$ cat config.mk
export PLATFORM = sky130hd
export DESIGN_NAME = segment_lcd_frame_renderer
export DESIGN_NICKNAME = d
export VERILOG_FILES = /design/src/rtl/slfr_pkg.sv /design/src/rtl/slfr_front.sv /design/src/rtl/slfr_queue.sv /design/src/rtl/slfr_back.sv /design/src/rtl/segment_lcd_frame_renderer.sv
export SDC_FILE = /design/constraint.sdc
export NUM_CORES = 1
export LEC_CHECK = 0
export CAP_MARGIN = 20
export CORE_AREA = 2 2 203 305
export CTS_BUF_LIST = sky130_fd_sc_hd__clkbuf_16
export DETAILED_ROUTE_END_ITERATION = 10
export DIE_AREA = 0 0 205 307
export DONT_BUFFER_PORTS = 1
export MAX_ROUTING_LAYER = met4
export PLACE_DENSITY = 0.58
export SETUP_SLACK_MARGIN = 0.5
export SYNTH_ARGS = -nofsm -noshare
export SYNTH_HDL_FRONTEND = slang
export SYNTH_SLANG_ARGS = --single-unit
$ cat constraint.sdc
create_clock -name clk -period 7.24 [get_ports clk]
set_clock_uncertainty 0.2 [all_clocks]
set_input_delay 0.362 -clock clk [delete_from_list [all_inputs] [get_ports clk]]
set_output_delay 0.362 -clock clk [all_outputs]
set_load 0.01 [all_outputs]
$ cat src/rtl/slfr_pkg.sv
// Package for the segment LCD frame renderer.
// Holds beat types, image geometry, the glyph table, segment/sign position maps
// and the frame render function. No dependencies.
package slfr_pkg;

    // Frame geometry
    localparam int DIGITS_PER_SET = 5;
    localparam int SIGN_COUNT     = 32;
    localparam int IMAGE_BYTES    = 19;
    localparam int SEGS           = 7;
    localparam int GLYPH_COUNT    = 40;
    localparam int CODE_W         = 6;
    localparam int SET_W          = 30;
    localparam int FLAG_W         = 32;
    localparam int IDX_W          = $clog2(IMAGE_BYTES);
    localparam int IMAGE_BITS     = IMAGE_BYTES * 8;
    localparam int POS_W          = $clog2(IMAGE_BITS);

    localparam logic [IDX_W-1:0] LAST_INDEX = IDX_W'(IMAGE_BYTES - 1);

    // Input beat: one display frame
    typedef struct packed {
        logic [SET_W-1:0]  first_set_codes;
        logic [SET_W-1:0]  second_set_codes;
        logic [FLAG_W-1:0] sign_flags;
    } frame_beat_t;

    // Output beat: one LCD data register byte
    typedef struct packed {
        logic [IDX_W-1:0] register_index;
        logic [7:0]       register_byte;
        logic             last_byte;
    } image_beat_t;

    // Whole segment image, byte 0 in the low bits
    typedef logic [IMAGE_BYTES-1:0][7:0] image_t;

    // Bit position of (register, bit) in the flattened image
    function automatic logic [POS_W-1:0] seg_pos(input int reg_idx, input int bit_idx);
        return POS_W'(reg_idx * 8 + bit_idx);
    endfunction

    // Seven-segment glyphs, segment a in bit 0
    localparam logic [SEGS-1:0] GLYPH_TABLE [GLYPH_COUNT] = '{
        7'h3F, 7'h06, 7'h5B, 7'h4F, 7'h66, 7'h6D, 7'h7D, 7'h07,
        7'h7F, 7'h6F, 7'h77, 7'h7C, 7'h39, 7'h5E, 7'h79, 7'h71,
        7'h00, 7'h73, 7'h3F, 7'h76, 7'h38, 7'h06, 7'h3E, 7'h54,
        7'h7C, 7'h5E, 7'h50, 7'h5C, 7'h04, 7'h74, 7'h40, 7'h08,
        7'h00, 7'h01, 7'h02, 7'h04, 7'h08, 7'h10, 7'h20, 7'h40
    };

    // Segment positions per set, digit and segment
    localparam logic [POS_W-1:0] SET_MAP [2][5][SEGS] = '{
        '{
            '{seg_pos(1,2),  seg_pos(6,1),  seg_pos(16,1), seg_pos(16,2),
              seg_pos(11,2), seg_pos(6,2),  seg_pos(11,1)},
            '{seg_pos(1,0),  seg_pos(0,7),  seg_pos(10,7), seg_pos(16,0),
              seg_pos(11,0), seg_pos(6,0),  seg_pos(5,7)},
            '{seg_pos(0,6),  seg_pos(0,5),  seg_pos(10,5), seg_pos(15,6),
              seg_pos(10,6), seg_pos(5,6),  seg_pos(5,5)},
            '{seg_pos(0,4),  seg_pos(5,3),  seg_pos(15,3), seg_pos(15,4),
              seg_pos(10,4), seg_pos(5,4),  seg_pos(10,3)},
            '{seg_pos(0,2),  seg_pos(5,1),  seg_pos(15,1), seg_pos(15,2),
              seg_pos(10,2), seg_pos(5,2),  seg_pos(10,1)}
        },
        '{
            '{seg_pos(16,5), seg_pos(16,6), seg_pos(6,6),  seg_pos(1,5),
              seg_pos(6,5),  seg_pos(11,5), seg_pos(11,6)},
            '{seg_pos(16,7), seg_pos(17,0), seg_pos(7,0),  seg_pos(1,7),
              seg_pos(6,7),  seg_pos(11,7), seg_pos(12,0)},
            '{seg_pos(17,1), seg_pos(17,2), seg_pos(7,2),  seg_pos(2,1),
              seg_pos(7,1),  seg_pos(12,1), seg_pos(12,2)},
            '{seg_pos(17,3), seg_pos(17,4), seg_pos(7,4),  seg_pos(2,3),
              seg_pos(7,3),  seg_pos(12,3), seg_pos(12,4)},
            '{seg_pos(17,5), seg_pos(17,6), seg_pos(7,6),  seg_pos(2,5),
              seg_pos(7,5),  seg_pos(12,5), seg_pos(12,6)}
        }
    };

    // Annunciator positions; the three top flags share register 18 bit 0
    localparam logic [POS_W-1:0] SIGN_MAP [32] = '{
        seg_pos(15,5), seg_pos(15,7), seg_pos(15,0), seg_pos(10,0),
        seg_pos(2,4),  seg_pos(2,2),  seg_pos(2,0),  seg_pos(12,7),
        seg_pos(13,0), seg_pos(5,0),  seg_pos(0,0),  seg_pos(3,0),
        seg_pos(8,0),  seg_pos(2,7),  seg_pos(7,7),  seg_pos(2,6),
        seg_pos(0,1),  seg_pos(0,3),  seg_pos(1,1),  seg_pos(1,4),
        seg_pos(1,3),  seg_pos(6,3),  seg_pos(1,6),  seg_pos(6,4),
        seg_pos(16,3), seg_pos(16,4), seg_pos(11,3), seg_pos(11,4),
        seg_pos(17,7), seg_pos(18,0), seg_pos(18,0), seg_pos(18,0)
    };

    // Build the full image of one frame; all map positions are fixed wiring
    function automatic image_t render_frame(input frame_beat_t frame);
        logic [IMAGE_BITS-1:0] bits;
        logic [SET_W-1:0]      codes;
        logic [CODE_W-1:0]     code;
        logic [SEGS-1:0]       mask;
        bits = '0;
        for (int set_i = 0; set_i < 2; set_i++) begin
            codes = (set_i == 0) ? frame.first_set_codes : frame.second_set_codes;
            for (int d = 0; d < DIGITS_PER_SET; d++) begin
                code = codes[CODE_W*d +: CODE_W];
                // codes past the table render blank
                mask = (code < CODE_W'(GLYPH_COUNT)) ? GLYPH_TABLE[code] : '0;
                for (int s = 0; s < SEGS; s++) begin
                    if (mask[s]) begin
                        bits[SET_MAP[set_i][d][s]] = 1'b1;
                    end
                end
            end
        end
        for (int n = 0; n < SIGN_COUNT; n++) begin
            if (frame.sign_flags[n]) begin
                bits[SIGN_MAP[n]] = 1'b1;
            end
        end
        return image_t'(bits);
    endfunction

endpackage

$ cat src/rtl/slfr_front.sv
// Front stage: accepts frame beats and renders them into a segment image.
// Depends on slfr_pkg.
module slfr_front
    import slfr_pkg::*;
(
    input  logic        clk,
    input  logic        rst_n,
    input  logic        frame_valid,
    output logic        frame_ready,
    input  frame_beat_t frame,
    output logic        img_valid,
    input  logic        img_ready,
    output image_t      img
);

    logic   valid_reg;
    image_t image_reg;

    // Stage is free when empty or when the queue takes its image
    assign frame_ready = !valid_reg || img_ready;
    assign img_valid   = valid_reg;
    assign img         = image_reg;

    // Render stage register
    always_ff @(posedge clk or negedge rst_n) begin
        if (!rst_n) begin
            valid_reg <= 1'b0;
        end
        else if (frame_valid && frame_ready) begin
            valid_reg <= 1'b1;
        end
        else if (img_ready) begin
            valid_reg <= 1'b0;
        end
    end

    always_ff @(posedge clk) begin
        if (frame_valid && frame_ready) begin
            image_reg <= render_frame(frame);
        end
    end

endmodule

$ cat src/rtl/slfr_queue.sv
// Two-entry image queue between front and back stages.
// Depends on slfr_pkg.
module slfr_queue
    import slfr_pkg::*;
(
    input  logic   clk,
    input  logic   rst_n,
    input  logic   push_valid,
    output logic   push_ready,
    input  image_t push_data,
    output logic   pop_valid,
    input  logic   pop_ready,
    output image_t pop_data
);

    image_t     mem [2];
    logic       wr_ptr_reg;
    logic       rd_ptr_reg;
    logic [1:0] count_reg;
    logic [1:0] count_next;
    logic       push;
    logic       pop;

    assign push_ready = (count_reg != 2'd2);
    assign pop_valid  = (count_reg != 2'd0);
    assign pop_data   = mem[rd_ptr_reg];
    assign push       = push_valid && push_ready;
    assign pop        = pop_valid && pop_ready;

    always_comb
    begin
        count_next = count_reg;
        if (push && !pop) begin
            count_next = count_reg + 2'd1;
        end
        else if (pop && !push) begin
            count_next = count_reg - 2'd1;
        end
    end

    // Pointers and fill count
    always_ff @(posedge clk or negedge rst_n) begin
        if (!rst_n) begin
            wr_ptr_reg <= 1'b0;
            rd_ptr_reg <= 1'b0;
            count_reg  <= 2'd0;
        end
        else begin
            if (push) begin
                wr_ptr_reg <= !wr_ptr_reg;
            end
            if (pop) begin
                rd_ptr_reg <= !rd_ptr_reg;
            end
            count_reg <= count_next;
        end
    end

    // Entry storage
    always_ff @(posedge clk) begin
        if (push) begin
            mem[wr_ptr_reg] <= push_data;
        end
    end

endmodule

$ cat src/rtl/slfr_back.sv
// Back stage: serializes one segment image into nineteen register-byte beats.
// Depends on slfr_pkg.
module slfr_back
    import slfr_pkg::*;
(
    input  logic        clk,
    input  logic        rst_n,
    input  logic        img_valid,
    output logic        img_ready,
    input  image_t      img,
    output logic        image_valid,
    input  logic        image_ready,
    output image_beat_t image
);

    image_t           image_reg;
    logic             busy_reg;
    logic             busy_next;
    logic [IDX_W-1:0] idx_reg;
    logic [IDX_W-1:0] idx_next;
    logic             out_valid_reg;
    image_beat_t      out_reg;
    logic             advance;
    logic             emit;
    logic             load;

    // Output register moves when empty or taken
    assign advance     = !out_valid_reg || image_ready;
    assign emit        = advance && busy_reg;
    assign img_ready   = !busy_reg || (emit && (idx_reg == LAST_INDEX));
    assign load        = img_valid && img_ready;
    assign image_valid = out_valid_reg;
    assign image       = out_reg;

    // Byte counter and busy flag
    always_comb
    begin
        busy_next = busy_reg;
        idx_next  = idx_reg;
        if (emit) begin
            if (idx_reg == LAST_INDEX) begin
                busy_next = 1'b0;
            end
            else begin
                idx_next = idx_reg + IDX_W'(1);
            end
        end
        if (load) begin
            busy_next = 1'b1;
            idx_next  = '0;
        end
    end

    always_ff @(posedge clk or negedge rst_n) begin
        if (!rst_n) begin
            busy_reg      <= 1'b0;
            idx_reg       <= '0;
            out_valid_reg <= 1'b0;
        end
        else begin
            busy_reg <= busy_next;
            idx_reg  <= idx_next;
            if (advance) begin
                out_valid_reg <= busy_reg;
            end
        end
    end

    // Image hold and output beat payload
    always_ff @(posedge clk) begin
        if (load) begin
            image_reg <= img;
        end
        if (emit) begin
            out_reg.register_index <= idx_reg;
            out_reg.register_byte  <= image_reg[idx_reg];
            out_reg.last_byte      <= (idx_reg == LAST_INDEX);
        end
    end

    // Counter never leaves the image
    assert property (@(posedge clk) disable iff (!rst_n)
        busy_reg |-> (idx_reg <= LAST_INDEX))
        else $error("byte counter past last image byte");

    // Last marker only on the final register
    assert property (@(posedge clk) disable iff (!rst_n)
        out_valid_reg |-> (out_reg.last_byte == (out_reg.register_index == LAST_INDEX)))
        else $error("last marker does not match register index");

    // Finishing an image without a new one leaves the back stage idle
    assert property (@(posedge clk) disable iff (!rst_n)
        (emit && (idx_reg == LAST_INDEX) && !load) |=> !busy_reg)
        else $error("back stage still busy after last byte");

    // Loading a new image restarts the byte counter at register 0
    assert property (@(posedge clk) disable iff (!rst_n)
        load |=> (busy_reg && (idx_reg == '0)))
        else $error("image load did not restart the byte counter");

endmodule

$ cat src/rtl/segment_lcd_frame_renderer.sv
// Segment LCD frame renderer, top level.
// Instantiates slfr_front, slfr_queue and slfr_back; depends on slfr_pkg.
//
// Usage:
//   frame channel (frame_valid/frame_ready/frame): one beat carries a display
//   frame, two sets of five 6-bit character codes and 32 sign flags.
//   image channel (image_valid/image_ready/image): nineteen beats per frame,
//   register_index 0 to 18 in order, last_byte set on index 18.
//   Byte 0 of an accepted frame passes the front stage register, the queue and
//   the back stage's byte counter before it is registered onto the image channel.
//   Throughput: the back stage emits one register byte per cycle while
//   image_ready is high. The front renders a whole frame combinationally.
//   Front, queue and back stage hold up to four frames, with the last byte of
//   a fifth possibly still in the output register, before frame_ready drops.
//   Reset (rst_n low, asynchronous) empties the front stage, the queue and the
//   output register; no frame is in flight afterwards.
//   When the receiver holds image_ready low, the current byte stays on the
//   output, the serializer pauses, and the queue and front fill before
//   frame_ready falls. No beat is lost or repeated.
module segment_lcd_frame_renderer
    import slfr_pkg::*;
(
    input  logic        clk,
    input  logic        rst_n,
    input  logic        frame_valid,
    output logic        frame_ready,
    input  frame_beat_t frame,
    output logic        image_valid,
    input  logic        image_ready,
    output image_beat_t image
);

    logic   front_valid;
    logic   front_ready;
    image_t front_img;
    logic   queue_valid;
    logic   queue_ready;
    image_t queue_img;

    slfr_front u_front (
        .clk         (clk),
        .rst_n       (rst_n),
        .frame_valid (frame_valid),
        .frame_ready (frame_ready),
        .frame       (frame),
        .img_valid   (front_valid),
        .img_ready   (front_ready),
        .img         (front_img)
    );

    slfr_queue u_queue (
        .clk        (clk),
        .rst_n      (rst_n),
        .push_valid (front_valid),
        .push_ready (front_ready),
        .push_data  (front_img),
        .pop_valid  (queue_valid),
        .pop_ready  (queue_ready),
        .pop_data   (queue_img)
    );

    slfr_back u_back (
        .clk         (clk),
        .rst_n       (rst_n),
        .img_valid   (queue_valid),
        .img_ready   (queue_ready),
        .img         (queue_img),
        .image_valid (image_valid),
        .image_ready (image_ready),
        .image       (image)
    );

endmodule
# Word-level counts from Yosys, hierarchy flattened
# Memory sizes are Yosys's and may differ from the RTL's. A register that Yosys moved wholly into a read port is not among the register bits.
# Index checks and enable logic that the tools add are counted.
# totals
ff_bits,182
mem_bits_ro,4480
ram_bits,200
n_memories,11
wordCells,250
# classes
magnitude_cmp,21
muxes,144
n_reduce_logical,25
n_eq_ne,3
bitwise_logic,10
add_sub_neg,3
# memory_table
memory,depth,word_bits,rd,rd_ports_with_merged_regs,write_ports,line_no,rtl
(name not given),64,7,1,0,0,slfr_pkg.sv:104,mask = (code < CODE_W'(GLYPH_COUNT)) ? GLYPH_TABLE[code] : '0;
(name not given),64,7,1,0,0,slfr_pkg.sv:104,
(name not given),64,7,1,0,0,slfr_pkg.sv:104,
(name not given),64,7,1,0,0,slfr_pkg.sv:104,
(name not given),64,7,1,0,0,slfr_pkg.sv:104,
(name not given),64,7,1,0,0,slfr_pkg.sv:104,
5 more memories,n/a,n/a,n/a,n/a,n/a,n/a,
# ops
operator,n
7-bit two-way mux,30
1-bit two-way mux,107
7-bit greater-or-equal comparator (second input constant),10
6-bit inverter with 7-bit output,10
6-bit less-than comparator (second input constant),10
8-bit binary-select mux with 5-bit select,1
5-bit two-way mux,3
2-bit nonzero test,5
8-bit two-way mux,1
1-bit logical AND,7
1-bit logical NOT,7
5-bit by 6-bit less-than comparator with 1-bit output (second input constant),1
5-bit by 1-bit adder with 5-bit output (second input constant),1
5-bit equality test (second input constant),1
2-bit two-way mux,2
2-bit inequality test (second input constant),2
2-bit AND reduction,2
1-bit logical OR,3
2-bit by 1-bit adder with 2-bit output (second input constant),1
2-bit OR reduction,1
2-bit by 1-bit subtractor with 2-bit output (second input constant),1

# Longest topological paths before layout
# logic_depth
depth_word,9
mapped_depth,11

# Modules after synthesis
# Synthesis repeated with hierarchy kept, for this count alone.
# hier_totals
hier_cells,1843
hier_area_um2,27393.8
# modules_own_cells
module,n_inst,cells_per_inst,seq_area_each_um2,area_each_um2
slfr_queue,1,491,9228.9,11438.5
slfr_front,1,1032,3027.9,9197.6
slfr_back,1,320,5159.9,6757.7

# Least setup slack after synthesis
# Ideal clock, no wire load.
# synth_path
path_type,register to register
from,register u_queue.count_reg[0]
to,"memory u_queue.mem[0][0] (netlist name), enable pin"
synth_period_minus_slack_ns,5.564
path_buffers,0
path_stages_with_launch,4
arrival_time_ns,4.805
path_slack_ns,1.676
cell_sequence,dfrtp_1 nand2b_1 nand2_1 nor2_1
# synth_between
elab_chain_cells,4
# synth_lines
element,line_no,rtl
from (decl),slfr_queue.sv:19,logic [1:0] count_reg;
from (signal assigned),slfr_queue.sv:55,count_reg <= count_next;
2-bit inequality test,slfr_queue.sv:24,assign push_ready = (count_reg != 2'd2);
1-bit logical AND,slfr_queue.sv:27,assign push = push_valid && push_ready;
1-bit two-way mux,slfr_queue.sv:61,if (push) begin
1-bit two-way mux (not written as such),slfr_queue.sv:62,mem[wr_ptr_reg] <= push_data;
to (decl),slfr_queue.sv:16,image_t mem [2];
# No other way between the ends.

# Final worst setup path
# layout_path
from,register u_back.idx_reg[0]
to,"register u_back.image_reg[3] (netlist name) (read register of u_queue.mem), enable pin"
# layout_between
elab_chain_cells,4
# layout_lines
element,line_no,rtl
from (decl),slfr_back.sv:19,logic [IDX_W-1:0] idx_reg;
from (signal assigned),slfr_back.sv:62,idx_reg <= idx_next;
5-bit equality test,slfr_back.sv:30,assign img_ready = !busy_reg || (emit && (idx_reg == LAST_INDEX));
1-bit logical AND,slfr_back.sv:30,
1-bit logical OR,slfr_back.sv:30,
1-bit logical AND,slfr_back.sv:31,assign load = img_valid && img_ready;
to (decl),slfr_back.sv:16,image_t image_reg;
# No other way between the ends.
# A chain may end at the register's enable or synchronous reset.

==> run summary <==
The run finished with clean final reports. For the fraction of power consumed by the clock network, the log shows 28.9%. Of all cell types, the one taking the most synthesized area is sky130_fd_sc_hd__edfxtp_1. Leading register cell type out of synthesis: sky130_fd_sc_hd__edfxtp_1. Once detailed placement completed, the half-perimeter wirelength came to 30,100 um. Among all cell types in the netlist, the one instantiated most often is sky130_fd_sc_hd__edfxtp_1. The total of flip-flops plus latches after synthesis is 426. The number of DRC violations after detailed routing is 0.

By count the netlist is led by 414 x sky130_fd_sc_hd__edfxtp_1, 109 x sky130_fd_sc_hd__mux2_2, 108 x sky130_fd_sc_hd__nand2_1, 83 x sky130_fd_sc_hd__ha_1, 62 x sky130_fd_sc_hd__a21oi_1. The total power of the final layout was 7.27 mW. In this run the cell area of the synthesized design comes to 0.0209 mm2. For met2 alone, demand over resource in global routing was 26.4%. The run gives 0 as the final hold violation count. For this design, the CTS-stage hold fixing added 101 buffers. The maximum fanout encountered on the critical timing path works out to 79.

The run gives 7180 ps as the data required time at the worst endpoint. The relative slew slack is 28.3%, and the die height is 307 um. For the finished layout, the period the worst path requires is 3180 ps.

The Yosys step of the flow raised 0 warnings. Across all hold checks on the routed design, the worst slack comes to 12.0 ps. The logs give 0 for the aggregate global routing overflow and 80 for the largest net degree at the start of global routing. In the final layout, the share of cells above drive strength 1 is 13.7%.

The register with the most flip-flops in the layout has 200 of them. Registers take 0.0127 mm2. The transition time of the tightest slew-check pin is 1080 ps.

STA classifies the critical path startpoint as a flip-flop. Buffers added to address setup during post-CTS repair amount to 0. The worst setup path is captured at a flip-flop. The run gives 79 as the number of distinct library cell variants in the gate-level netlist after synthesis.

The synthesis-to-layout area growth came out at 14.4%. Max-cap violations in this run came to 0. Sequential cells account for 51.0% of the total power. Summing all multi-input logic gate instances after layout gives 0.00754 mm2. The clock drives 426 sinks.

At the end of the flow, the number of nets in the layout was 1,779. The part of the power in combinational logic was 20.1%; the quantity of I/O buffers inserted on ports was 0. Sequential elements use 60.9% of the synthesized area.

The tightest min-delay check is of the input port to flip-flop type. The pre-antenna-repair detailed-routing pass consisted of 5 iterations. The total area inside the core boundary comes to 0.0606 mm2. The power density normalized to cell area was 304 mW/mm2. After clock tree synthesis, the repair step resized 0 gates. The top cell type by area accounts for 59.4% of the synthesized area.

The clock passes through at most 3 buffers. The analysis attributes to cell leakage a power of 8.33 nW. The number of global-route vias before repair is 12,800, and the worst endpoint data arrival time is 3120 ps. Setup repair after global routing left no endpoint under its margin.

For the area of the die, the log shows 0.0629 mm2. The max-slew violation count was 0; the setup-violating endpoint count in the final report was 0. Counting flops with an async set or reset pin after synthesis yields a share of 2.82%. The count of nets left with antenna violations once routing finished came out at 0. The met1 usage came out at 17.5%. After detailed routing, the number of vias per cell comes to 5.26. In this run the horizontal extent of the chip is 205 um.

The tools report the clock root buffer master as sky130_fd_sc_hd__clkbuf_16. The number of clock buffers added by TritonCTS is 41. The post-detailed-routing wire length was 46,500 um; the post-route core utilization was 39.5%. TritonCTS built the clock tree.

The site row count is 111, and the synthesized net count is 1,719. The logs give 5.35 mW for the cell-internal power and 5,684 for the filler cell count. For this design the top-level I/O count stands at 112.

The clock tree synthesis step divided the H-tree into 2 levels. The tools report the total via count after detailed routing as 12,700. Share of total power consumed by net switching: 26.4%. The number of enable-type register cells in the synthesized netlist came out at 414. Each instance of the synthesized netlist takes up on average 13.6 um2.

The first global-routing pass estimated 72,500 um of wire. The net switching component of the power was 1.92 mW. The number of design-rule violations left by the first detailed-router iteration was 945; the number of antenna violations at the first check in global routing was 1.

The critical path class is flip-flop to flip-flop. The detail-routed net length per standard cell was 19.2 um; the final cycle utilization of the critical path was 43.9%. Routability-driven placement finished with a final weighted congestion of 0.833.

Clock transition at the registers of the reported paths: 60 ps. Clock latency on the worst-skew pair, taken at its later pin, is 530 ps. For the total negative slack for setup checks, the log shows 0 ps. By area the synthesized netlist is led by sky130_fd_sc_hd__edfxtp_1 59%, sky130_fd_sc_hd__mux2_2 5.9%, sky130_fd_sc_hd__ha_1 5.0%. After global routing, the most crowded layer is met2.

The maximum clock frequency was 0.315 GHz; the number of instances in the synthesized netlist was 1,540. For this run, the total global-route usage over all layers was measured as 15.0%. In the global route stage, met3 resource usage came out at 2.80%.

The worst-case IR drop observed on VDD is 175 uV. The initial cell density of the core is 34.5%.
==> per-stage QoR <==
stage,instances,worst slack (ps),instance area (um2)
after CTS,2418,4050,23900
after floorplan,1540,1680,20900
after global routing,2421,3870,23900
after detailed placement,2245,4060,21600
final,2421,4060,23900
after global placement,2245,4080,21600
==> layout by cell type (no fill, tap or decap), drive strengths merged, types with 5 or more instances in the layout <==
cell,netlist,layout
o32a,8,8
a221oi,21,21
clkbuf,51,43
mux2i,43,43
ha,83,83
buf,44,9
mux2,131,131
or2,15,15
nor2,57,57
nor3,13,13
and2,7,7
a31oi,19,19
clkinv,0,13
o211ai,12,12
edfxtp,414,414
a21o,6,6
nand3b,7,7
and3,6,6
a22oi,15,15
o22ai,23,23
o21ai,84,84
a2111oi,7,7
nand2,108,108
a311oi,8,8
a221o,8,8
a21oi,62,62
bufinv,0,5
o21a,5,5
dfrtp,12,12
inv,61,70
nand2b,25,25
nand3,21,21
mux4,24,24
or3,7,7
dlygate4sd3,0,103
a211oi,19,19
a211o,7,7
nor2b,35,35
o31ai,6,6
==> final cells by class <==
class | instances | share of cell area [%]
flip-flops and latches | 426 | 53.2
clock buffers | 43 | 4.50
repair buffers | 112 | 4.59
diodes | 1 | 0.0105
multi-input cells | 958 | 31.5
clock inverters | 29 | 1.08
well taps | 791 | 4.14
inverters | 61 | 0.967
==> worst max-delay path, cell delays in order (launching register included) <==
cell	delay (ps)
sky130_fd_sc_hd__dfrtp_1	390
sky130_fd_sc_hd__inv_2	210
sky130_fd_sc_hd__ha_1	190
sky130_fd_sc_hd__nand4bb_1	190
sky130_fd_sc_hd__inv_2	110
sky130_fd_sc_hd__nand2_1	70
sky130_fd_sc_hd__o2bb2ai_1	210
sky130_fd_sc_hd__inv_4	300
sky130_fd_sc_hd__buf_4	890
==> cell families after synthesis <==
group,Yosys count,share of synthesized area (%)
flip-flops,426,60.9
AO/OA/AOI/OAI,349,11.3
XOR/XNOR,5,0.209
adder cells (fa/ha/maj),83,4.97
multiplexers,198,11.7
buffers and inverters,156,3.16
AND/OR/NAND/NOR,323,7.75
==> routing by layer <==
metal  vias to the layer above  part of all wire (%)  wire length, um
met5                         -                     0                0
met4                         0                   2.2             1040
met3                        68                   5.3             2470
met2                       340                    52            24300
met1                      6307                    40            18700
li1                       6026                     -                -
==> worst paths after layout <==
| kind | start | to | slack (ps) | cells past startpoint |
|---|---|---|---|---|
| max | u_back.idx_reg[0]$_DFFE_PN0P_ | u_back.image_reg[3]$_DFFE_PP_ | 4060 | 8 |
| max reg2reg | u_back.idx_reg[0]$_DFFE_PN0P_ | u_back.image_reg[3]$_DFFE_PP_ | 4060 | 8 |
| min in group asynchronous | rst_n | u_queue.wr_ptr_reg$_DFFE_PN0N_ | 80 | 1 |
| min reg2reg | u_front.img[141]$_SDFFCE_PP0P_ | u_queue.mem[1][96]$_DFFE_PP_ | 240 | 0 |
| max in group asynchronous | rst_n | u_queue.rd_ptr_reg$_DFFE_PN0P_ | 6300 | 1 |
| min | frame[49] | u_front.img[58]$_SDFFCE_PP0P_ | 10 | 3 |
==> power groups by stage <==
stage	Combinational, mW	Clock [mW]	Sequential [mW]
final	1.46	2.10	3.71
after global routing	1.61	2.24	3.77
after CTS	1.49	2.16	3.72
after detailed placement	1.42	0	3.77
after global placement	1.39	0	3.74
after floorplan	1.14	0	3.69
Power figures use the tool's default switching activity.
